===== src/rtl/assert_macros.svh =====
// ----------------------------------------------------------------------------
// assert_macros.svh
// Assertion macros shared by the RTL. Define NO_ASSERTIONS to compile
// every check away.
// ----------------------------------------------------------------------------
`ifndef ASSERT_MACROS_SVH
`define ASSERT_MACROS_SVH

`ifndef NO_ASSERTIONS

// Same-cycle implication, checked on every rising edge out of reset
`define ASSERT_IMPLY(lbl, clk, rstn, ante, cons, msg) \
    lbl: assert property (@(posedge clk) disable iff (!(rstn)) (ante) |-> (cons)) \
        else $error(msg);

// Next-cycle implication, checked on every rising edge out of reset
`define ASSERT_NEXT(lbl, clk, rstn, ante, cons, msg) \
    lbl: assert property (@(posedge clk) disable iff (!(rstn)) (ante) |=> (cons)) \
        else $error(msg);

`else

`define ASSERT_IMPLY(lbl, clk, rstn, ante, cons, msg)

`define ASSERT_NEXT(lbl, clk, rstn, ante, cons, msg)

`endif

`endif


===== src/rtl/dgps_pkg.sv =====
// ----------------------------------------------------------------------------
// dgps_pkg
// Types, codes and helpers of the dwell gated phase sequencer.
// ----------------------------------------------------------------------------
package dgps_pkg;

    // Default depth of the phase table
    localparam int MAX_PHASES_DEF = 8;

    // Field widths
    localparam int OP_W    = 3;
    localparam int TEMP_W  = 12;
    localparam int MS_W    = 16;
    localparam int SLOT_W  = 3;
    localparam int MODE_W  = 2;
    localparam int SEC_W   = 16;
    localparam int CNT_W   = 4;
    localparam int TOL_W   = 11;
    localparam int STAT_W  = 2;
    localparam int ESEC_W  = 7;
    localparam int REM_W   = 10;

    // Configuration port
    localparam int PADDR_W = 4;
    localparam int PDATA_W = 32;

    // Millisecond split: q = (ms * RECIP) >> RECIP_SH is exact for 16-bit ms
    localparam int MS_PER_SEC = 1000;
    localparam int RECIP      = 67109;
    localparam int RECIP_SH   = 26;
    localparam int PROD_W     = MS_W + 17;

    localparam logic [SEC_W-1:0] SEC_MAX = '1;

    // Operation codes
    localparam logic [OP_W-1:0] OP_TICK   = 3'd0;
    localparam logic [OP_W-1:0] OP_START  = 3'd1;
    localparam logic [OP_W-1:0] OP_STOP   = 3'd2;
    localparam logic [OP_W-1:0] OP_PAUSE  = 3'd3;
    localparam logic [OP_W-1:0] OP_RESUME = 3'd4;
    localparam logic [OP_W-1:0] OP_WRITE  = 3'd5;

    // Session status codes
    localparam logic [STAT_W-1:0] ST_IDLE  = 2'd0;
    localparam logic [STAT_W-1:0] ST_RUN   = 2'd1;
    localparam logic [STAT_W-1:0] ST_PAUSE = 2'd2;
    localparam logic [STAT_W-1:0] ST_DONE  = 2'd3;

    // Drive modes
    localparam logic [MODE_W-1:0] MODE_OFF = 2'd0;

    // Register indexes (word address)
    localparam logic [1:0] REG_PHASE_COUNT = 2'd0;
    localparam logic [1:0] REG_TOLERANCE   = 2'd1;
    localparam logic [1:0] REG_IDLE_TARGET = 2'd2;

    // Register reset values
    localparam logic [CNT_W-1:0]         RST_PHASE_COUNT = 4'd0;
    localparam logic [TOL_W-1:0]         RST_TOLERANCE   = 11'd16;
    localparam logic signed [TEMP_W-1:0] RST_IDLE_TARGET = 12'sd384;

    // One phase table entry
    typedef struct packed {
        logic [MODE_W-1:0]         mode;
        logic signed [TEMP_W-1:0]  target;
        logic [SEC_W-1:0]          seconds;
    } t_entry;

    // Configuration register values
    typedef struct packed {
        logic [CNT_W-1:0]          phase_count;
        logic [TOL_W-1:0]          tolerance;
        logic signed [TEMP_W-1:0]  idle_target;
    } t_cfg;

    // Registered input item, elapsed time already split into sec and ms
    typedef struct packed {
        logic [OP_W-1:0]           op;
        logic signed [TEMP_W-1:0]  temp;
        logic [ESEC_W-1:0]         esec;
        logic [REM_W-1:0]          erem;
        logic [SLOT_W-1:0]         slot;
        t_entry                    entry;
    } t_item;

    // Timer kept as whole seconds (saturating) plus leftover milliseconds
    typedef struct packed {
        logic [SEC_W-1:0]          sec;
        logic [REM_W-1:0]          rem;
    } t_timer;

    // Add a split millisecond amount to a timer, saturate the seconds
    function automatic t_timer timer_add(input t_timer t,
                                         input logic [ESEC_W-1:0] esec,
                                         input logic [REM_W-1:0] erem);
        logic [REM_W:0]   rem_sum;
        logic             carry;
        logic [SEC_W:0]   sec_sum;
        t_timer           res;
        rem_sum = {1'b0, t.rem} + {1'b0, erem};
        carry   = (rem_sum >= (REM_W+1)'(MS_PER_SEC));
        res.rem = carry ? REM_W'(rem_sum - (REM_W+1)'(MS_PER_SEC)) : REM_W'(rem_sum);
        sec_sum = {1'b0, t.sec} + (SEC_W+1)'(esec) + (SEC_W+1)'(carry);
        res.sec = sec_sum[SEC_W] ? SEC_MAX : sec_sum[SEC_W-1:0];
        return res;
    endfunction

endpackage


===== src/rtl/dgps_cfg_regs.sv =====
// ----------------------------------------------------------------------------
// dgps_cfg_regs
// Configuration registers behind an APB-style port.
// ----------------------------------------------------------------------------
module dgps_cfg_regs #(
    parameter int MAX_PHASES = dgps_pkg::MAX_PHASES_DEF
) (
    input  logic                          i_clk,
    input  logic                          i_rst_n,
    input  logic                          psel,
    input  logic                          penable,
    input  logic                          pwrite,
    input  logic [dgps_pkg::PADDR_W-1:0]  paddr,
    input  logic [dgps_pkg::PDATA_W-1:0]  pwdata,
    output logic [dgps_pkg::PDATA_W-1:0]  prdata,
    output logic                          pready,
    output dgps_pkg::t_cfg                o_cfg
);

    dgps_pkg::t_cfg                 r_cfg;
    logic                           w_wr;
    logic [1:0]                     w_idx;
    logic [dgps_pkg::CNT_W-1:0]     w_count;

    assign w_wr    = psel && penable && pwrite && pready;
    assign w_idx   = paddr[3:2];
    assign pready  = 1'b1;
    assign o_cfg   = r_cfg;

    // Clamp the phase count to the table depth
    assign w_count = (32'(pwdata[dgps_pkg::CNT_W-1:0]) > MAX_PHASES) ?
                     dgps_pkg::CNT_W'(MAX_PHASES) : pwdata[dgps_pkg::CNT_W-1:0];

    // Write registers
    always_ff @(posedge i_clk) begin
        if (!i_rst_n) begin
            r_cfg.phase_count <= dgps_pkg::RST_PHASE_COUNT;
            r_cfg.tolerance   <= dgps_pkg::RST_TOLERANCE;
            r_cfg.idle_target <= dgps_pkg::RST_IDLE_TARGET;
        end else if (w_wr) begin
            case (w_idx)
                dgps_pkg::REG_PHASE_COUNT: r_cfg.phase_count <= w_count;
                dgps_pkg::REG_TOLERANCE:
                    r_cfg.tolerance <= pwdata[dgps_pkg::TOL_W-1:0];
                dgps_pkg::REG_IDLE_TARGET:
                    r_cfg.idle_target <= $signed(pwdata[dgps_pkg::TEMP_W-1:0]);
                default: ;
            endcase
        end
    end

    // Read back
    always_comb begin
        case (w_idx)
            dgps_pkg::REG_PHASE_COUNT: prdata = dgps_pkg::PDATA_W'(r_cfg.phase_count);
            dgps_pkg::REG_TOLERANCE:   prdata = dgps_pkg::PDATA_W'(r_cfg.tolerance);
            dgps_pkg::REG_IDLE_TARGET:
                prdata = {{(dgps_pkg::PDATA_W-dgps_pkg::TEMP_W){r_cfg.idle_target[11]}},
                          r_cfg.idle_target};
            default:                   prdata = '0;
        endcase
    end

endmodule


===== src/rtl/dgps_in_stage.sv =====
// ----------------------------------------------------------------------------
// dgps_in_stage
// Input register. Splits the elapsed milliseconds into seconds and leftover
// milliseconds on the way in.
// ----------------------------------------------------------------------------
module dgps_in_stage (
    input  logic                                i_clk,
    input  logic                                i_rst_n,
    input  logic                                i_in_valid,
    output logic                                o_in_stall,
    input  logic [dgps_pkg::OP_W-1:0]           i_operation,
    input  logic signed [dgps_pkg::TEMP_W-1:0]  i_temperature,
    input  logic [dgps_pkg::MS_W-1:0]           i_elapsed_ms,
    input  logic [dgps_pkg::SLOT_W-1:0]         i_entry_slot,
    input  logic [dgps_pkg::MODE_W-1:0]         i_entry_mode,
    input  logic signed [dgps_pkg::TEMP_W-1:0]  i_entry_target,
    input  logic [dgps_pkg::SEC_W-1:0]          i_entry_seconds,
    input  logic                                i_take,
    output logic                                o_item_valid,
    output dgps_pkg::t_item                     o_item
);

    logic                               r_valid;
    dgps_pkg::t_item                    r_item;
    logic                               w_accept;
    logic [dgps_pkg::PROD_W-1:0]        w_prod;
    logic [dgps_pkg::ESEC_W-1:0]        w_esec;
    logic [dgps_pkg::MS_W:0]            w_esec_ms;
    logic [dgps_pkg::MS_W:0]            w_rem;

    assign o_in_stall   = r_valid && !i_take;
    assign w_accept     = i_in_valid && !o_in_stall;
    assign o_item_valid = r_valid;
    assign o_item       = r_item;

    // Divide by 1000 through the reciprocal, rebuild q*1000 by shifts
    assign w_prod    = dgps_pkg::PROD_W'(i_elapsed_ms) * dgps_pkg::PROD_W'(dgps_pkg::RECIP);
    assign w_esec    = w_prod[dgps_pkg::RECIP_SH +: dgps_pkg::ESEC_W];
    assign w_esec_ms = (dgps_pkg::MS_W+1)'({w_esec, 10'b0})
                     - (dgps_pkg::MS_W+1)'({w_esec, 4'b0})
                     - (dgps_pkg::MS_W+1)'({w_esec, 3'b0});
    assign w_rem     = {1'b0, i_elapsed_ms} - w_esec_ms;

    // Hold the item until the core takes it
    always_ff @(posedge i_clk) begin
        if (!i_rst_n) begin
            r_valid <= 1'b0;
        end else if (w_accept) begin
            r_valid <= 1'b1;
        end else if (i_take) begin
            r_valid <= 1'b0;
        end
    end

    // Capture payload
    always_ff @(posedge i_clk) begin
        if (w_accept) begin
            r_item.op            <= i_operation;
            r_item.temp          <= i_temperature;
            r_item.esec          <= w_esec;
            r_item.erem          <= w_rem[dgps_pkg::REM_W-1:0];
            r_item.slot          <= i_entry_slot;
            r_item.entry.mode    <= i_entry_mode;
            r_item.entry.target  <= i_entry_target;
            r_item.entry.seconds <= i_entry_seconds;
        end
    end

endmodule


===== src/rtl/dgps_seq_core.sv =====
// ----------------------------------------------------------------------------
// dgps_seq_core
// Session state, phase table and dwell timers; one item per cycle, while the
// output is not stalled, updates them and leaves its result in the output register.
// ----------------------------------------------------------------------------
module dgps_seq_core #(
    parameter int MAX_PHASES = dgps_pkg::MAX_PHASES_DEF
) (
    input  logic                                i_clk,
    input  logic                                i_rst_n,
    input  logic                                i_item_valid,
    input  dgps_pkg::t_item                     i_item,
    output logic                                o_take,
    input  dgps_pkg::t_cfg                      i_cfg,
    output logic                                o_out_valid,
    input  logic                                i_out_stall,
    output logic signed [dgps_pkg::TEMP_W-1:0]  o_target_temp,
    output logic [dgps_pkg::MODE_W-1:0]         o_drive_mode,
    output logic [dgps_pkg::STAT_W-1:0]         o_session_status,
    output logic [dgps_pkg::CNT_W-1:0]          o_current_phase,
    output logic                                o_in_tolerance,
    output logic                                o_phase_advanced,
    output logic [dgps_pkg::SEC_W-1:0]          o_total_dwell_sec,
    output logic [dgps_pkg::SEC_W-1:0]          o_phase_dwell_sec,
    output logic [dgps_pkg::SEC_W-1:0]          o_session_elapsed_sec
);

    localparam int IDX_W     = (MAX_PHASES > 1) ? $clog2(MAX_PHASES) : 1;
    localparam int TAB_DEPTH = 2 ** IDX_W;

    // Session state
    logic [dgps_pkg::STAT_W-1:0]    r_state, n_state;
    logic [dgps_pkg::CNT_W-1:0]     r_ptr, n_ptr, w_ptr_eff;
    dgps_pkg::t_timer               r_phase, n_phase;
    dgps_pkg::t_timer               r_total, n_total;
    dgps_pkg::t_timer               r_sess, n_sess;
    logic                           r_started, n_started;

    // Phase table and prefetched entries
    dgps_pkg::t_entry               r_phase_tab [TAB_DEPTH];
    dgps_pkg::t_entry               r_cur;
    dgps_pkg::t_entry               r_nxt;
    dgps_pkg::t_entry               r_first;
    dgps_pkg::t_entry               w_sel;
    logic [IDX_W-1:0]               w_rd_cur, w_rd_nxt, w_wr_idx;
    logic                           w_tab_wr, w_tab_wr_en;

    // Result register
    logic                           r_out_valid;
    logic signed [dgps_pkg::TEMP_W-1:0] r_target;
    logic [dgps_pkg::MODE_W-1:0]    r_mode;
    logic                           r_counted, r_advanced;

    logic                           w_slot_ok;
    logic                           w_counted, w_advanced, w_start_hit, w_show;
    logic signed [dgps_pkg::TEMP_W:0] w_err;
    logic [dgps_pkg::TEMP_W:0]      w_abs;
    logic                           w_in_tol;

    function automatic logic ptr_ok(input logic [dgps_pkg::CNT_W-1:0] p,
                                    input logic [dgps_pkg::CNT_W-1:0] cnt);
        return (p < cnt) && (32'(p) < MAX_PHASES);
    endfunction

    assign o_take      = i_item_valid && (!r_out_valid || !i_out_stall);
    assign w_slot_ok   = 32'(i_item.slot) < MAX_PHASES;
    assign w_tab_wr_en = o_take && w_tab_wr;
    assign w_wr_idx    = IDX_W'(i_item.slot);

    // Temperature error against the active phase target
    assign w_err    = $signed({i_item.temp[dgps_pkg::TEMP_W-1], i_item.temp})
                    - $signed({r_cur.target[dgps_pkg::TEMP_W-1], r_cur.target});
    assign w_abs    = w_err[dgps_pkg::TEMP_W] ? (dgps_pkg::TEMP_W+1)'(-w_err)
                                              : (dgps_pkg::TEMP_W+1)'(w_err);
    assign w_in_tol = w_abs <= (dgps_pkg::TEMP_W+1)'(i_cfg.tolerance);

    // Next session state for the item in the input register
    always_comb begin
        n_state     = r_state;
        n_ptr       = r_ptr;
        n_phase     = r_phase;
        n_total     = r_total;
        n_sess      = r_sess;
        n_started   = r_started;
        w_counted   = 1'b0;
        w_advanced  = 1'b0;
        w_start_hit = 1'b0;
        w_tab_wr    = 1'b0;
        case (i_item.op)
            dgps_pkg::OP_TICK: begin
                if (r_started) begin
                    n_sess = dgps_pkg::timer_add(r_sess, i_item.esec, i_item.erem);
                end
                if (r_state == dgps_pkg::ST_RUN) begin
                    if (!ptr_ok(r_ptr, i_cfg.phase_count)) begin
                        n_state = dgps_pkg::ST_DONE;
                    end else begin
                        if (w_in_tol) begin
                            w_counted = 1'b1;
                            n_phase = dgps_pkg::timer_add(r_phase, i_item.esec, i_item.erem);
                            n_total = dgps_pkg::timer_add(r_total, i_item.esec, i_item.erem);
                        end
                        // Advance once the phase has dwelt long enough
                        if (n_phase.sec >= r_cur.seconds) begin
                            w_advanced = 1'b1;
                            n_ptr      = r_ptr + dgps_pkg::CNT_W'(1);
                            n_phase    = '0;
                            if (!ptr_ok(n_ptr, i_cfg.phase_count)) begin
                                n_state = dgps_pkg::ST_DONE;
                            end
                        end
                    end
                end
            end
            dgps_pkg::OP_START: begin
                if (i_cfg.phase_count != '0) begin
                    n_state     = dgps_pkg::ST_RUN;
                    n_ptr       = '0;
                    n_phase     = '0;
                    n_total     = '0;
                    n_sess      = '0;
                    n_started   = 1'b1;
                    w_start_hit = 1'b1;
                end
            end
            dgps_pkg::OP_STOP: begin
                n_state = dgps_pkg::ST_IDLE;
            end
            dgps_pkg::OP_PAUSE: begin
                if (r_state == dgps_pkg::ST_RUN) begin
                    n_state = dgps_pkg::ST_PAUSE;
                end
            end
            dgps_pkg::OP_RESUME: begin
                if (r_state == dgps_pkg::ST_PAUSE) begin
                    n_state = dgps_pkg::ST_RUN;
                end
            end
            dgps_pkg::OP_WRITE: begin
                if (w_slot_ok) begin
                    w_tab_wr = 1'b1;
                    n_state  = dgps_pkg::ST_IDLE;
                    n_ptr    = '0;
                end
            end
            default: ;
        endcase
    end

    // Pick the entry that the new pointer names
    assign w_sel  = w_start_hit ? r_first : (w_advanced ? r_nxt : r_cur);
    assign w_show = (n_state == dgps_pkg::ST_RUN) && ptr_ok(n_ptr, i_cfg.phase_count);

    // Advance session state
    always_ff @(posedge i_clk) begin
        if (!i_rst_n) begin
            r_state   <= dgps_pkg::ST_IDLE;
            r_ptr     <= '0;
            r_phase   <= '0;
            r_total   <= '0;
            r_sess    <= '0;
            r_started <= 1'b0;
        end else if (o_take) begin
            r_state   <= n_state;
            r_ptr     <= n_ptr;
            r_phase   <= n_phase;
            r_total   <= n_total;
            r_sess    <= n_sess;
            r_started <= n_started;
        end
    end

    // Table write and prefetch of the current and following entries
    assign w_ptr_eff = o_take ? n_ptr : r_ptr;
    assign w_rd_cur  = IDX_W'(w_ptr_eff);
    assign w_rd_nxt  = IDX_W'(w_ptr_eff + dgps_pkg::CNT_W'(1));

    always_ff @(posedge i_clk) begin
        if (w_tab_wr_en) begin
            r_phase_tab[w_wr_idx] <= i_item.entry;
        end
        r_cur <= (w_tab_wr_en && (w_wr_idx == w_rd_cur)) ? i_item.entry
                                                          : r_phase_tab[w_rd_cur];
        r_nxt <= (w_tab_wr_en && (w_wr_idx == w_rd_nxt)) ? i_item.entry
                                                          : r_phase_tab[w_rd_nxt];
        if (w_tab_wr_en && (i_item.slot == '0)) begin
            r_first <= i_item.entry;
        end
    end

    // Result valid flag
    always_ff @(posedge i_clk) begin
        if (!i_rst_n) begin
            r_out_valid <= 1'b0;
        end else if (o_take) begin
            r_out_valid <= 1'b1;
        end else if (!i_out_stall) begin
            r_out_valid <= 1'b0;
        end
    end

    // Result payload
    always_ff @(posedge i_clk) begin
        if (o_take) begin
            r_target   <= w_show ? w_sel.target : i_cfg.idle_target;
            r_mode     <= w_show ? w_sel.mode : dgps_pkg::MODE_OFF;
            r_counted  <= w_counted;
            r_advanced <= w_advanced;
        end
    end

    // Status and timers follow the state registers, which only move on take
    assign o_out_valid           = r_out_valid;
    assign o_target_temp         = r_target;
    assign o_drive_mode          = r_mode;
    assign o_session_status      = r_state;
    assign o_current_phase       = r_ptr;
    assign o_in_tolerance        = r_counted;
    assign o_phase_advanced      = r_advanced;
    assign o_total_dwell_sec     = r_total.sec;
    assign o_phase_dwell_sec     = r_phase.sec;
    assign o_session_elapsed_sec = r_sess.sec;

endmodule


===== src/rtl/dwell_gated_phase_sequencer_unit.sv =====
// ----------------------------------------------------------------------------
// dwell_gated_phase_sequencer_unit
// Steps a session through a table of heat and cool phases. A tick counts its
// elapsed milliseconds toward the phase and total dwell only while the
// measured temperature is within tolerance of the phase target; a phase ends
// once its dwell reaches its duration. The block takes one item every clock
// cycle while the output is not stalled. Each accepted item passes through the
// input register and then the single state update (tolerance check, timer
// add, duration compare) into the output register. Timers are kept as
// saturating seconds plus leftover milliseconds. The phase table needs no
// clearing after reset; entries must be written before a session uses them.
// ----------------------------------------------------------------------------
`include "assert_macros.svh"

module dwell_gated_phase_sequencer_unit #(
    parameter int MAX_PHASES = dgps_pkg::MAX_PHASES_DEF
) (
    input  logic                                i_clk,
    input  logic                                i_rst_n,
    // Configuration port
    input  logic                                psel,
    input  logic                                penable,
    input  logic                                pwrite,
    input  logic [dgps_pkg::PADDR_W-1:0]        paddr,
    input  logic [dgps_pkg::PDATA_W-1:0]        pwdata,
    output logic [dgps_pkg::PDATA_W-1:0]        prdata,
    output logic                                pready,
    // Input items
    input  logic                                i_in_valid,
    output logic                                o_in_stall,
    input  logic [dgps_pkg::OP_W-1:0]           i_operation,
    input  logic signed [dgps_pkg::TEMP_W-1:0]  i_temperature,
    input  logic [dgps_pkg::MS_W-1:0]           i_elapsed_ms,
    input  logic [dgps_pkg::SLOT_W-1:0]         i_entry_slot,
    input  logic [dgps_pkg::MODE_W-1:0]         i_entry_mode,
    input  logic signed [dgps_pkg::TEMP_W-1:0]  i_entry_target,
    input  logic [dgps_pkg::SEC_W-1:0]          i_entry_seconds,
    // Result items
    output logic                                o_out_valid,
    input  logic                                i_out_stall,
    output logic signed [dgps_pkg::TEMP_W-1:0]  o_target_temp,
    output logic [dgps_pkg::MODE_W-1:0]         o_drive_mode,
    output logic [dgps_pkg::STAT_W-1:0]         o_session_status,
    output logic [dgps_pkg::CNT_W-1:0]          o_current_phase,
    output logic                                o_in_tolerance,
    output logic                                o_phase_advanced,
    output logic [dgps_pkg::SEC_W-1:0]          o_total_dwell_sec,
    output logic [dgps_pkg::SEC_W-1:0]          o_phase_dwell_sec,
    output logic [dgps_pkg::SEC_W-1:0]          o_session_elapsed_sec
);

    dgps_pkg::t_cfg     w_cfg;
    dgps_pkg::t_item    w_item;
    logic               w_item_valid;
    logic               w_take;

    // Configuration registers
    dgps_cfg_regs #(
        .MAX_PHASES (MAX_PHASES)
    ) u_cfg (
        .i_clk   (i_clk),
        .i_rst_n (i_rst_n),
        .psel    (psel),
        .penable (penable),
        .pwrite  (pwrite),
        .paddr   (paddr),
        .pwdata  (pwdata),
        .prdata  (prdata),
        .pready  (pready),
        .o_cfg   (w_cfg)
    );

    // Input register
    dgps_in_stage u_in (
        .i_clk           (i_clk),
        .i_rst_n         (i_rst_n),
        .i_in_valid      (i_in_valid),
        .o_in_stall      (o_in_stall),
        .i_operation     (i_operation),
        .i_temperature   (i_temperature),
        .i_elapsed_ms    (i_elapsed_ms),
        .i_entry_slot    (i_entry_slot),
        .i_entry_mode    (i_entry_mode),
        .i_entry_target  (i_entry_target),
        .i_entry_seconds (i_entry_seconds),
        .i_take          (w_take),
        .o_item_valid    (w_item_valid),
        .o_item          (w_item)
    );

    // Sequencer state and result register
    dgps_seq_core #(
        .MAX_PHASES (MAX_PHASES)
    ) u_core (
        .i_clk                 (i_clk),
        .i_rst_n               (i_rst_n),
        .i_item_valid          (w_item_valid),
        .i_item                (w_item),
        .o_take                (w_take),
        .i_cfg                 (w_cfg),
        .o_out_valid           (o_out_valid),
        .i_out_stall           (i_out_stall),
        .o_target_temp         (o_target_temp),
        .o_drive_mode          (o_drive_mode),
        .o_session_status      (o_session_status),
        .o_current_phase       (o_current_phase),
        .o_in_tolerance        (o_in_tolerance),
        .o_phase_advanced      (o_phase_advanced),
        .o_total_dwell_sec     (o_total_dwell_sec),
        .o_phase_dwell_sec     (o_phase_dwell_sec),
        .o_session_elapsed_sec (o_session_elapsed_sec)
    );

    // An accepted item always lands in the input register
    `ASSERT_NEXT(a_item_lands, i_clk, i_rst_n, i_in_valid && !o_in_stall, w_item_valid, "accepted item lost")

    // Drive is off whenever the session is not running
    `ASSERT_IMPLY(a_drive_off, i_clk, i_rst_n, o_out_valid && (o_session_status != dgps_pkg::ST_RUN), o_drive_mode == dgps_pkg::MODE_OFF, "drive active outside running")

    // A finished phase restarts its dwell timer
    `ASSERT_IMPLY(a_adv_clears, i_clk, i_rst_n, o_out_valid && o_phase_advanced, o_phase_dwell_sec == '0, "phase dwell not cleared on advance")

    // Counting happens only in a running session
    `ASSERT_IMPLY(a_count_run, i_clk, i_rst_n, o_out_valid && o_in_tolerance, (o_session_status == dgps_pkg::ST_RUN) || (o_session_status == dgps_pkg::ST_DONE), "dwell counted while not running")

    // The phase pointer never goes beyond the table depth
    `ASSERT_IMPLY(a_ptr_range, i_clk, i_rst_n, o_out_valid, 32'(o_current_phase) <= MAX_PHASES, "phase pointer beyond table")

endmodule

===== config.mk =====
export PLATFORM = sky130hd
export DESIGN_NAME = dwell_gated_phase_sequencer_unit
export DESIGN_NICKNAME = d
export VERILOG_FILES = /design/src/rtl/dgps_pkg.sv /design/src/rtl/dgps_cfg_regs.sv /design/src/rtl/dgps_in_stage.sv /design/src/rtl/dgps_seq_core.sv /design/src/rtl/dwell_gated_phase_sequencer_unit.sv
export VERILOG_INCLUDE_DIRS = /design/src /design/src/rtl
export SDC_FILE = /design/constraint.sdc
export NUM_CORES = 1
export LEC_CHECK = 0
export BUFFER_PORTS_ARGS = -buffer_cell sky130_fd_sc_hd__buf_4
export CORE_MARGIN = 3
export CORE_UTILIZATION = 38
export CTS_CLUSTER_DIAMETER = 60
export DETAILED_ROUTE_END_ITERATION = 8
export GPL_TIMING_DRIVEN = 0
export HOLD_SLACK_MARGIN = 0.03
export PLACE_DENSITY = 0.55
export SYNTH_ARGS = -nofsm -noshare
export SYNTH_HDL_FRONTEND = slang
export SYNTH_HIERARCHICAL = 1
export SYNTH_SLANG_ARGS = --single-unit

===== constraint.sdc =====
create_clock -name i_clk -period 11.1 [get_ports i_clk]
set_input_delay 1.11 -clock i_clk [delete_from_list [all_inputs] [get_ports i_clk]]
set_output_delay 1.11 -clock i_clk [all_outputs]
set_load 0.05 [all_outputs]

**Word level (Yosys, flattened, before mapping)**

Memory sizes are Yosys's and may differ from the RTL's. A register that Yosys moved wholly into a read port is not among the register bits.
Cells that the tools add are included.

- Output and inout bits: 105
- Memories: 1
- Input port bits: 107
- Logic and storage cells: 166
- RAM bits: 240
- Flip-flop bits (word level): 225

- $lt $le $gt $ge: 12
- Reductions and logical operators: 32
- $mul: 1
- $add $sub $neg: 19
- Equal/unequal tests: 17
- Muxes and demuxes: 55

Memory list:

| name | words | width | read ports | clocked after Yosys merged registers in | write ports | RTL line | source |
|---|---|---|---|---|---|---|---|
| u_core.r_phase_tab | 8 | 30 | 2 | 2 | 1 | dgps_seq_core.sv:40 | `dgps_pkg::t_entry r_phase_tab [TAB_DEPTH];` |

Operators with widths:

| kind | count |
|---|---|
| 2-to-1 mux 26 bit | 12 |
| case mux 26 bit (2 select lines) | 3 |
| case mux 32 bit (3 select lines) | 1 |
| 2-to-1 mux 30 bit | 2 |
| adder 16 x 7 -> 17 bit | 3 |
| adder 17 x 1 -> 17 bit | 3 |
| 2-to-1 mux 16 bit | 3 |
| adder 10 x 10 -> 11 bit | 3 |
| >= comparator 11 x 10 -> 1 bit (second input constant) | 3 |
| multiplier 16 x 17 -> 33 bit (second input constant) | 1 |
| 2-to-1 mux 10 bit | 3 |
| subtractor 10 bit (second input constant) | 3 |
| 2-to-1 mux 4 bit | 6 |
| subtractor 10 bit | 2 |
| >= comparator 16 bit | 1 |
| 2-to-1 mux 1 bit | 14 |
| 2-to-1 mux 2 bit | 7 |
| less-or-equal comparator 13 x 11 -> 1 bit | 1 |
| 2-to-1 mux 13 bit | 1 |
| negator 13 bit | 1 |
| subtractor 12 x 12 -> 13 bit | 1 |
| less-than comparator 4 bit | 3 |
| less-than comparator 4 bit (second input constant) | 3 |
| 2-to-1 mux 12 bit | 1 |
| other kinds (26) | 55 |

**Longest topological paths before layout**

Gate-level depths: netlist of run 1.

- Depth after elaboration: 17
- Gate-level depth with buffers: 45
- Mapped depth without buffers: 38

**Modules after synthesis**

Netlist of run 1, hierarchy kept.

By module, submodules not included:

| module | area each (sq um) | cells an instance | seq. area each (sq um) | times used |
|---|---|---|---|---|
| dgps_seq_core | 20175.6 | 1628 | 9949.5 | 1 |
| dgps_in_stage | 5794.3 | 482 | 1971.9 | 1 |
| dgps_cfg_regs | 1437.6 | 158 | 540.5 | 1 |

**Worst setup path after synthesis of run 1**

Ideal clock, no wire load.

- Path kind: register -> register
- Start point: reg (tool-made name)
- End point: reg u_core.r_target (netlist bit u_core/o_target_temp[10]), data pin
- Path buffers: 8
- Period minus slack after synthesis: 9.826 ns
- Stages on the path, launching flop included: 44
- Library setup time: 0.260 ns
- Path slack: 1.274 ns
- Required time: 10.840 ns
- Arrival: 9.567 ns
- Path through: dfxtp_1 clkbuf_1 buf_1 mux4_2 mux2_2 ha_1 inv_1 fa_1 a211oi_2 nor3b_2 o21ai_0 a31oi_1 clkbuf_1 nand2b_1 xnor2_1 ha_1 a2111oi_0 a211oi_1 (+8 left out) nand2_1 ha_1 a21o_1 a21o_1 a21o_1 a221oi_1 o31ai_1 nand3_1 clkinv_1 clkbuf_1 nand2_1 nand2_1 ha_1 o311a_1 o21ai_0 nand4b_1 buf_2 mux2_2

RTL lines:

| what | RTL line | source |
|---|---|---|
| to (signal assigned) | dgps_seq_core.sv:205 | `r_target <= w_show ? w_sel.target : i_cfg.idle_target;` |
| to (decl) | dgps_seq_core.sv:50 | `logic signed [dgps_pkg::TEMP_W-1:0] r_target;` |

==> run summary, run 1 <==
result of the run -> finished, final reports clean
start-to-end type of the worst setup path -> reg2reg
most repeated library cell on the critical path -> ha_1
leakage power -> 0.0128 uW
routed vias/inst -> 5.44
number of levels the H-tree was split into -> 2
clock tree from TritonCTS -> done
final cell count without fillers -> 3511
synth unique cells -> 99
number of port buffers -> 187
setup TNS -> 0 ns
number of global-route vias before repair -> 19.3k
detailed route wirelength on metal2 -> 34.2 mm
wire length on met1 -> 33.3 mm
power spent charging and discharging nets -> 1510 uW
Place WS -> -1.48 ns
R2R cell count -> 41
setup repair after global routing missed its margin -> no
area of the die -> 75400 um^2
number of max-slew violations in the final report -> 0
endpoint arrival time on the critical path -> 10.85 ns
standard-cell rows -> 97
top fanout value on the critical path -> 18
DRC errors left -> 0
Yosys warnings -> 6
sequential-to-total area share from yosys stat -> 0.455
total via count after detailed routing -> 19.1k
GP Congestion -> 0.880
violation count after the first detailed-route iteration -> 1197
root cell of the clock tree -> clkbuf_16
Post-synth EDFFs -> 335
top layer used by detailed routing -> met5
# nets final -> 2932
Antenna diodes -> 0
Initial Util -> 0.387
worst-case vdd ir drop -> 109 uV
area share of the largest cell type after synthesis -> 0.367
critical path's slowest cell -> a2111o_1
minimum setup slack in the final design -> 0.633 ns
final HPWL from detailed placement -> 55.5 mm
timing-limited maximum frequency -> 95.5 MHz
detailed-router iteration count before antenna repair -> 5
prevailing post-synth register cell -> edfxtp_1
clk_skew -> 0.0485 ns
top cell type by total area after synthesis -> edfxtp_1
WP data required -> 11.48 ns
Clock Path Buffers -> 3
slew margin rel. -> 0.255
CTS Hold Bufs -> 0
Die Height -> 275 um
maximum number of pins on one net before global-route repair -> 30
CP max stage delay -> 0.49 ns
most common library cell in the layout ignoring fill and taps -> edfxtp_1
Worst Setup Start Kind -> flop
share of cells above drive strength 1 -> 0.217
synthesized area -> 27400 um^2
count of boundary I/O pins -> 212
Cells after DPL -> 3417
global-route usage over all layers -> 0.192
sinks on the clock net -> 455
Async SR Flop Fraction -> 0
Hold WS -> 0.463 ns
number of antenna violations at the first check in global routing -> 1
number of flip-flops and latches in the synthesized netlist -> 455
mean routed wirelength per cell -> 20.9 um
proportion of power drawn by flip-flops and latches -> 0.402
number of clock buffers inserted by TritonCTS -> 54
CP endpoint kind -> flop
min cycle time layout -> 10.47 ns
number of standard cells after synthesis -> 2268
Synth Net Count -> 2668
Synth area leaders -> edfxtp_1 37%, ha_1 11%, dfxtp_1 8.8%
grt ovf -> 0
post-synthesis to final-layout area growth -> 17.3%
design internal power -> 3340 uW
remaining antenna violation count -> 0
count of final setup violators -> 0
portion of total power attributed to the clock network -> 0.354
Die X -> 275 um
leading cell types in the layout, fill and taps excluded -> 335 x edfxtp_1, 264 x buf_4, 239 x ha_1, 167 x nand2_1, 136 x inv_1
number of stages on the worst hold path -> 2
average instance area after synthesis -> 12.1 um^2
Detail Route met3 WL -> 4.07 mm
switching part of the total power -> 0.311
clk slew on worst S/H paths -> 0.06 ns
worst skew pair latency -> 0.64 ns
first-pass GRT wire length -> 112 mm
power share of the combinational group -> 0.245
Tcrit/Tclk final -> 0.943
max-cap violations -> 0
measured slew at the worst slew-check pin -> 1.11 ns
area of the core region -> 70800 um^2
wirelength, routed -> 73.5 mm
Power Density -> 151 nW/um^2
path category of the worst min-delay check -> reg2reg
number of hold violations in the final report -> 0
-- worst max-delay path, delay by kind of cell (launching register included) --
kind,cells,cell delay [ns]
muxes,3,1.00
buffers and inverters,11,2.40
and+or+nand+nor,7,1.07
DFF,1,0.30
AOI/OAI and AO/OA,15,4.26
adders and majority gates,4,1.00
xor gates and xnor gates,1,0.14
-- metrics by stage --
| step | util | cell area (um^2) | total power [uW] |
|---|---|---|---|
| 2_1_floorplan | - | 27400 | 2840 |
| 3_3_place_gp | 0.424 | 30000 | 3130 |
| 3_5_place_dp | 0.429 | 30300 | 3160 |
| 4_1_cts | 0.454 | 32100 | 4900 |
| 5_1_grt | 0.454 | 32100 | 5130 |
| 6_report | 0.454 | 32100 | 4850 |
-- registers in the layout, indices dropped and copies added, names as in the netlist, 2 cells and up, named ones only --
signal and flops:
u_core/o_session_status 2, u_core/o_current_phase 4, u_core/o_total_dwell_sec 16, u_core/r_total 10
u_cfg/o_cfg 27, u_core/r_phase_tab 240, u_in/o_item 65, u_core/r_phase 10
u_core/r_sess 10, u_core/r_first 14, u_core/o_session_elapsed_sec 16, u_core/o_phase_dwell_sec 16
u_core/o_drive_mode 2, u_core/o_target_temp 12
-- path summary, 6_finish.rpt --
kind	to	slack, ns	from
worst min register to register	u_core/r_total[2]$_SDFFE_PN0P_	0.46	u_core/r_total[2]$_SDFFE_PN0P_
worst max register to register	u_core/o_target_temp[5]$_DFFE_PP_	0.63	flop
worst min-delay path	u_core/r_total[2]$_SDFFE_PN0P_	0.46	u_core/r_total[2]$_SDFFE_PN0P_
worst max-delay path	u_core/o_target_temp[5]$_DFFE_PP_	0.63	flop
-- synth_stat cells, types with 15 or more instances --
library cell    n
a21o_1         41
mux4_2         88
xor2_1         23
dfxtp_1       120
nor3_1         66
xnor2_1        45
fa_1           54
nor2b_1        15
mux2i_1        89
and3_1         25
mux2_2         21
nand2_1       167
edfxtp_1      335
nand2b_1       21
o211ai_1       19
clkbuf_1       46
nor2_1        104
ha_1          239
a21oi_1        85
a31oi_1        23
and2_1         16
o21ai_0        80
buf_4          74
a22o_1         26
nand3_1        41
inv_1         136
-- metal layers --
metal  vias to the layer above  track usage
li1                       9028            -
met5                         -            0
met2                       534        0.315
met1                      9439        0.265
met3                       104       0.0276
met4                         2       0.0605
-- layout make-up --
class	count	area, um^2
multi-input cells	1530	13600
plain buffers	144	911
clock buffers	69	1440
clock inverters	26	285
fillers	6477	38600
inverters	137	517
flip-flops and latches	455	12500
repair buffers	210	1720
well taps	940	1180
-- what timing repair did --
| action | CTS | global route |
|---|---|---|
| setup endpoints to repair | 19 | 14 |
| resized for setup | 30 | 4 |
| pin swaps | 0 | 1 |
| buffers inserted | 0 | 1 |
-- power by group through the flow --
stage	clock network, uW	logic [uW]	registers [uW]
6_report	1710	1190	1950
2_1_floorplan	0	874	1960
5_1_grt	1820	1350	1950
3_5_place_dp	0	1170	1990
3_3_place_gp	0	1140	1990
4_1_cts	1760	1190	1950
-- cell families after synthesis --
group / synth area share
other: 0.000137
adders and majority gates: 0.149
muxes: 0.113
and+or+nand+nor: 0.0982
xor gates and xnor gates: 0.0217
AOI/OAI and AO/OA: 0.112
DFF: 0.455
buffers and inverters: 0.0513
Note: power is estimated with default switching activity, not from simulation.
==> inputs of run 2 (changes only) <==
--- a/config.mk
+++ b/config.mk
@@ -7,8 +7,8 @@
 export NUM_CORES = 1
 export LEC_CHECK = 0
+export ABC_AREA = 1
 export BUFFER_PORTS_ARGS = -buffer_cell sky130_fd_sc_hd__buf_4
 export CORE_MARGIN = 3
 export CORE_UTILIZATION = 38
-export CTS_CLUSTER_DIAMETER = 60
 export DETAILED_ROUTE_END_ITERATION = 8
 export GPL_TIMING_DRIVEN = 0
==> constraint.sdc (replaced) <==
create_clock -name i_clk -period 11.1 [get_ports i_clk]
set_input_delay 0 -clock i_clk [delete_from_list [all_inputs] [get_ports i_clk]]
set_output_delay 0 -clock i_clk [all_outputs]
set_load 0.05 [all_outputs]
==> run 2 against run 1 <==
Effect of this change: total power is 5.4% higher; first-iteration DRC count is 70% higher; via count grew 24%; flip-flop and latch count unchanged; critical path depth up 4; hold slack worse by 0.37 ns; critical path type unchanged.
==> run summary, run 2 <==
most used standard cell by instance count after synthesis -> nand2_1
Synth area leaders -> edfxtp_1 35%, ha_1 10%, nand2_1 8.8%
min cycle time layout -> 9.83 ns
clk_skew -> 0.0272 ns
remaining antenna violation count -> 0
leakage power -> 0.0150 uW
area of the die -> 78500 um^2
maximum number of pins on one net before global-route repair -> 29
standard-cell rows -> 99
global-route usage over all layers -> 0.211
instance count on the critical path -> 45
result of the run -> finished, final reports clean
top fanout value on the critical path -> 10
DRC errors left -> 0
area of the core region -> 73700 um^2
number of standard cells after synthesis -> 3262
portion of total power attributed to the clock network -> 0.339
root cell of the clock tree -> clkbuf_16
power share of the combinational group -> 0.278
Die X -> 280 um
crit-path leading delay family -> compound AO/OA/AOI/OAI gates
fillcell total -> 7168
clk slew on worst S/H paths -> 0.06 ns
grt ovf -> 0
number of antenna violations at the first check in global routing -> 0
setup repair after global routing missed its margin -> no
measured slew at the worst slew-check pin -> 1.07 ns
Worst Setup Start Kind -> flop
count of final setup violators -> 0
top cell type by total area after synthesis -> edfxtp_1
count of boundary I/O pins -> 212
average instance area after synthesis -> 8.75 um^2
most repeated library cell on the critical path -> nand2_1
post-layout utilization of the core -> 0.464
mean routed wirelength per cell -> 18.3 um
leading cell types in the layout, fill and taps excluded -> 670 x nand2_1, 358 x inv_1, 335 x edfxtp_1, 309 x nor2_1, 262 x buf_4
power spent charging and discharging nets -> 1680 uW
number of global-route vias before repair -> 22.6k
number of stages on the worst hold path -> 4
CP endpoint kind -> flop
hold_sp -> i_elapsed_ms[14]
WP data required -> 11.47 ns
max-cap violations -> 0
number of hold violations in the final report -> 0
Post-synth EDFFs -> 335
Tcrit/Tclk final -> 0.886
Async SR Flop Fraction -> 0
number of flip-flops and latches in the synthesized netlist -> 455
endpoint arrival time on the critical path -> 10.20 ns
synth unique cells -> 56
Power Density -> 150 nW/um^2
register-to-register setup slack -> 1.27 ns
buffer and inverter count on the worst path -> 7
timing-limited maximum frequency -> 102 MHz
# nets final -> 4013
worst skew pair latency -> 0.61 ns
Antenna diodes -> 0
routed vias/inst -> 5.11
max FFs per register -> 240
post_cts resized -> 0
Synth Net Count -> 3662
synthesized area -> 28600 um^2
R2R cell count -> 45
number of max-slew violations in the final report -> 0
sinks on the clock net -> 455
CP max stage delay -> 0.69 ns
worst-case vdd ir drop -> 110 uV
total via count after detailed routing -> 23.6k
first-pass GRT wire length -> 129 mm
clock tree from TritonCTS -> done
switching part of the total power -> 0.328
Worst Hold End -> u_in/o_item[47]$_DFFE_PP_
violation count after the first detailed-route iteration -> 2034
prevailing post-synth register cell -> edfxtp_1
Yosys warnings -> 6
final HPWL from detailed placement -> 62.7 mm
setup TNS -> 0 ns
most common library cell in the layout ignoring fill and taps -> nand2_1
wirelength, routed -> 84.4 mm
GP Congestion -> 0.889
start-to-end type of the worst setup path -> reg2reg
detailed-router iteration count before antenna repair -> 6
Die Height -> 280 um
share of cells above drive strength 1 -> 0.118
footprint of the flip-flops and latches -> 12500 um^2
slew margin rel. -> 0.281
Clock Path Buffers -> 3
number of port buffers -> 188
area share of the largest cell type after synthesis -> 0.352
path category of the worst min-delay check -> in2reg
post-synthesis to final-layout area growth -> 19.7%
sequential-to-total area share from yosys stat -> 0.436
multi-input gate area in the final layout -> 13700 um^2
design internal power -> 3430 uW
proportion of power drawn by flip-flops and latches -> 0.383
largest register by flop count -> u_core/r_phase_tab
number of clock buffers inserted by TritonCTS -> 52
number of levels the H-tree was split into -> 2
Post-synth top cells -> 670 x nand2_1, 358 x inv_1, 335 x edfxtp_1
Initial Util -> 0.387
critical path's slowest cell -> o211ai_2
CTS Hold Bufs -> 92
capture point of the worst reg-to-reg path -> u_core/o_target_temp[8]$_DFFE_PP_
number of buffers added for setup after CTS -> 0
[run 2: worst max path at each step]
| stage | startpoint | endpoint |
|---|---|---|
| after floorplan | flop | u_core/o_target_temp[10]$_DFFE_PP_ |
| after global placement | flop | u_core/o_target_temp[5]$_DFFE_PP_ |
| after detailed placement | flop | u_core/o_target_temp[8]$_DFFE_PP_ |
| after CTS | flop | u_core/o_target_temp[8]$_DFFE_PP_ |
| after global routing | flop | u_core/o_target_temp[8]$_DFFE_PP_ |
| final | flop | u_core/o_target_temp[8]$_DFFE_PP_ |
[run 2: stage by stage]
step | std cells | worst slack [ns] | hold WS (ns) | area [um^2] | power [uW]
after floorplan | 3262 | 4.03 | 0.0989 | 28600 | 3010
after global placement | 4409 | 1.38 | 0.179 | 31200 | 3370
after detailed placement | 4426 | 1.42 | 0.179 | 31500 | 3380
after CTS | 4616 | 1.40 | 0.0740 | 34200 | 5170
after global routing | 4616 | 0.538 | 0.0898 | 34200 | 5460
final | 4616 | 1.27 | 0.0947 | 34200 | 5110
[run 2: kinds of logic after synthesis]
| group | Yosys count | share of synthesized area |
|---|---|---|
| AND/OR/NAND/NOR | 1293 | 0.191 |
| adder cells (fa/ha/maj) | 293 | 0.143 |
| XOR/XNOR | 76 | 0.0240 |
| buffers and inverters | 554 | 0.0845 |
| AO/OA/AOI/OAI | 576 | 0.117 |
| other | 1 | 0.000131 |
| flip-flops | 455 | 0.436 |
| multiplexers | 14 | 0.00491 |
[run 2: metal layers]
layer	global-route usage	vias up	wire, um
met5	0	-	0
met4	0.0513	0	1700
met3	0.0256	103	5310
met2	0.337	757	37500
met1	0.305	11000	39900
li1	-	11700	-
[run 2: power groups by stage]
stage                     Sequential (uW)  Combinational [uW]  Clock [uW]
after floorplan                      1970                1040           0
after global placement               2000                1370           0
after detailed placement             1990                1390           0
after CTS                            1960                1430        1780
after global routing                 1960                1650        1840
final                                1960                1420        1730
[run 2: layout make-up]
| class | count | area share |
|---|---|---|
| multi-input cells | 2253 | 0.402 |
| flip-flops and latches | 455 | 0.365 |
| repair buffers | 297 | 0.0770 |
| clock buffers | 68 | 0.0413 |
| inverters | 372 | 0.0409 |
| well taps | 959 | 0.0351 |
| plain buffers | 182 | 0.0298 |
| clock inverters | 30 | 0.00908 |
[run 2: worst register-to-register path: cells and delay by family (launching register included)]
| kind | cells | cell delay, ns |
|---|---|---|
| AO/OA/AOI/OAI | 12 | 2.64 |
| AND/OR/NAND/NOR | 20 | 2.54 |
| buffers and inverters | 7 | 2.07 |
| adder cells (fa/ha/maj) | 4 | 1.46 |
| flip-flops | 1 | 0.48 |
| XOR/XNOR | 2 | 0.42 |
==> inputs of run 3 (changes only) <==
- CORE_ASPECT_RATIO: unset -> 0.75
==> run 3 against run 2 <==
Effect of this change: clock power increased by 2%; via count up 0.42%; utilization fell by 0.17 points; hold slack got worse by 0.044 ns; global-route usage grew 0.53 points; wire length rose by 2.2%; sequential share of layout area about the same; final cell count is essentially flat; combinational power barely moved; total power is 1.1% higher; fmax down 3.2%; non-clock buffer count shrank 5; critical path type unchanged; critical endpoint is now u_core/o_drive_mode[0]$_SDFFCE_PN0P_.
==> run summary, run 3 (synthesized netlist as in run 2, its figures left out) <==
crit path capture -> u_core/o_drive_mode[0]$_SDFFCE_PN0P_
standard-cell rows -> 86
global-route usage over all layers -> 0.216
detailed-router iteration count before antenna repair -> 5
number of global-route vias before repair -> 22.3k
most repeated library cell on the critical path -> nand2_1
Tcrit/Tclk final -> 0.916
leakage power -> 0.0150 uW
area of the core region -> 73900 um^2
root cell of the clock tree -> clkbuf_16
Die X -> 323 um
number of clock buffers inserted by TritonCTS -> 50
Power Density -> 151 nW/um^2
final cell count without fillers -> 4617
critical path's slowest cell -> o211ai_2
area of the die -> 78500 um^2
total via count after detailed routing -> 23.7k
Place WS -> 1.19 ns
most common library cell in the layout ignoring fill and taps -> nand2_1
Clock Path Buffers -> 3
first-pass GRT wire length -> 132 mm
path category of the worst min-delay check -> in2reg
count of boundary I/O pins -> 212
leading cell types in the layout, fill and taps excluded -> 670 x nand2_1, 358 x inv_1, 335 x edfxtp_1, 309 x nor2_1, 261 x buf_4
sinks on the clock net -> 455
capture point of the worst reg-to-reg path -> u_core/o_drive_mode[0]$_SDFFCE_PN0P_
result of the run -> finished, final reports clean
worst-case vdd ir drop -> 107 uV
minimum setup slack in the final design -> 0.937 ns
# nets final -> 4006
top fanout value on the critical path -> 10
post_cts resized -> 0
number of antenna violations at the first check in global routing -> 2
final HPWL from detailed placement -> 64.2 mm
Die Height -> 243 um
wirelength, routed -> 86.2 mm
clk_skew -> 0.0242 ns
grt ovf -> 0
count of final setup violators -> 0
measured slew at the worst slew-check pin -> 1.13 ns
WP data required -> 11.43 ns
clk slew on worst S/H paths -> 0.07 ns
number of port buffers -> 188
violation count after the first detailed-route iteration -> 2138
GP Congestion -> 0.881
setup repair after global routing missed its margin -> no
post-layout utilization of the core -> 0.462
largest register by flop count -> u_core/r_phase_tab
maximum number of pins on one net before global-route repair -> 23
routed vias/inst -> 5.13
number of hold violations in the final report -> 0
Worst Setup Start Kind -> flop
remaining antenna violation count -> 0
number of max-slew violations in the final report -> 0
max-cap violations -> 0
endpoint arrival time on the critical path -> 10.50 ns
fillcell total -> 7193
CP endpoint kind -> flop
Cells after DPL -> 4434
number of levels the H-tree was split into -> 2
register-to-register setup slack -> 0.94 ns
share of cells above drive strength 1 -> 0.119
timing-limited maximum frequency -> 98.4 MHz
DRC errors left -> 0
R2R cell count -> 49
CP max stage delay -> 0.69 ns
slew margin rel. -> 0.248
Initial Util -> 0.386
max FFs per register -> 240
post-synthesis to final-layout area growth -> 19.6%
min cycle time layout -> 10.16 ns
clock tree from TritonCTS -> done
worst skew pair latency -> 0.62 ns
Hold WS -> 0.0511 ns
mean routed wirelength per cell -> 18.7 um
start-to-end type of the worst setup path -> reg2reg
setup TNS -> 0 ns
==> run 3: worst max-delay path: cells and delay by family (launching register included) <==
family | cells | cell delay, ns
AND/OR/NAND/NOR | 23 | 2.98
XOR/XNOR | 2 | 0.47
flip-flops | 1 | 0.49
adder cells (fa/ha/maj) | 5 | 1.49
AO/OA/AOI/OAI | 9 | 2.02
buffers and inverters | 10 | 2.41
==> run 3: final cells by class <==
cell class | instances | area [um^2] | share of cell area
diodes | 1 | 2.50 | 0.0000733
inverters | 372 | 1400 | 0.0409
clock inverters | 35 | 404 | 0.0118
flip-flops and latches | 455 | 12500 | 0.365
clock buffers | 59 | 1330 | 0.0388
repair buffers | 292 | 2580 | 0.0757
plain buffers | 182 | 1020 | 0.0298
well taps | 968 | 1210 | 0.0355
multi-input cells | 2253 | 13700 | 0.402
==> run 3: worst min path at each step <==
stage | from | end | slack, ns | cells past startpoint
after global routing | i_in_valid | u_in/o_item[39]$_DFFE_PP_ | 0.04 | 3
final | i_in_valid | u_in/o_item[39]$_DFFE_PP_ | 0.05 | 3
after CTS | i_in_valid | u_in/o_item[42]$_DFFE_PP_ | 0.05 | 3
after global placement | i_entry_target[5] | u_in/o_item[21]$_DFFE_PP_ | 0.18 | 1
after floorplan | i_entry_seconds[0] | u_in/o_item[0]$_DFFE_PP_ | 0.1 | 0
after detailed placement | i_entry_seconds[7] | u_in/o_item[7]$_DFFE_PP_ | 0.18 | 1
==> run 3: stage by stage <==
stage / area, um^2 / power [uW]
2_1_floorplan: 28600 / 3010
3_3_place_gp: 31200 / 3380
3_5_place_dp: 31500 / 3400
4_1_cts: 34100 / 5210
5_1_grt: 34100 / 5510
6_report: 34100 / 5170
==> run 3: power by group <==
part	internal, uW	leakage [uW]	switching (uW)
Clock	1030	0.000836	742
Combinational	525	0.0101	914
Sequential	1890	0.00403	70.7
==> run 3: metal layers <==
metal / part of all wire / wire length (um) / vias to the layer above / GRT usage
met5: 0 / 0 / - / 0
met4: 0.015 / 1260 / 0 / 0.0433
li1: - / - / 11700 / -
met2: 0.41 / 35000 / 834 / 0.309
met1: 0.50 / 43200 / 11000 / 0.338
met3: 0.079 / 6770 / 80 / 0.0384
==> run 3: repair_timing <==
action,4_1_cts,5_1_grt
hold buffers,88,0
setup endpoints to repair,0,0
endpoints found under the hold margin,93,0
setup buffers,0,0
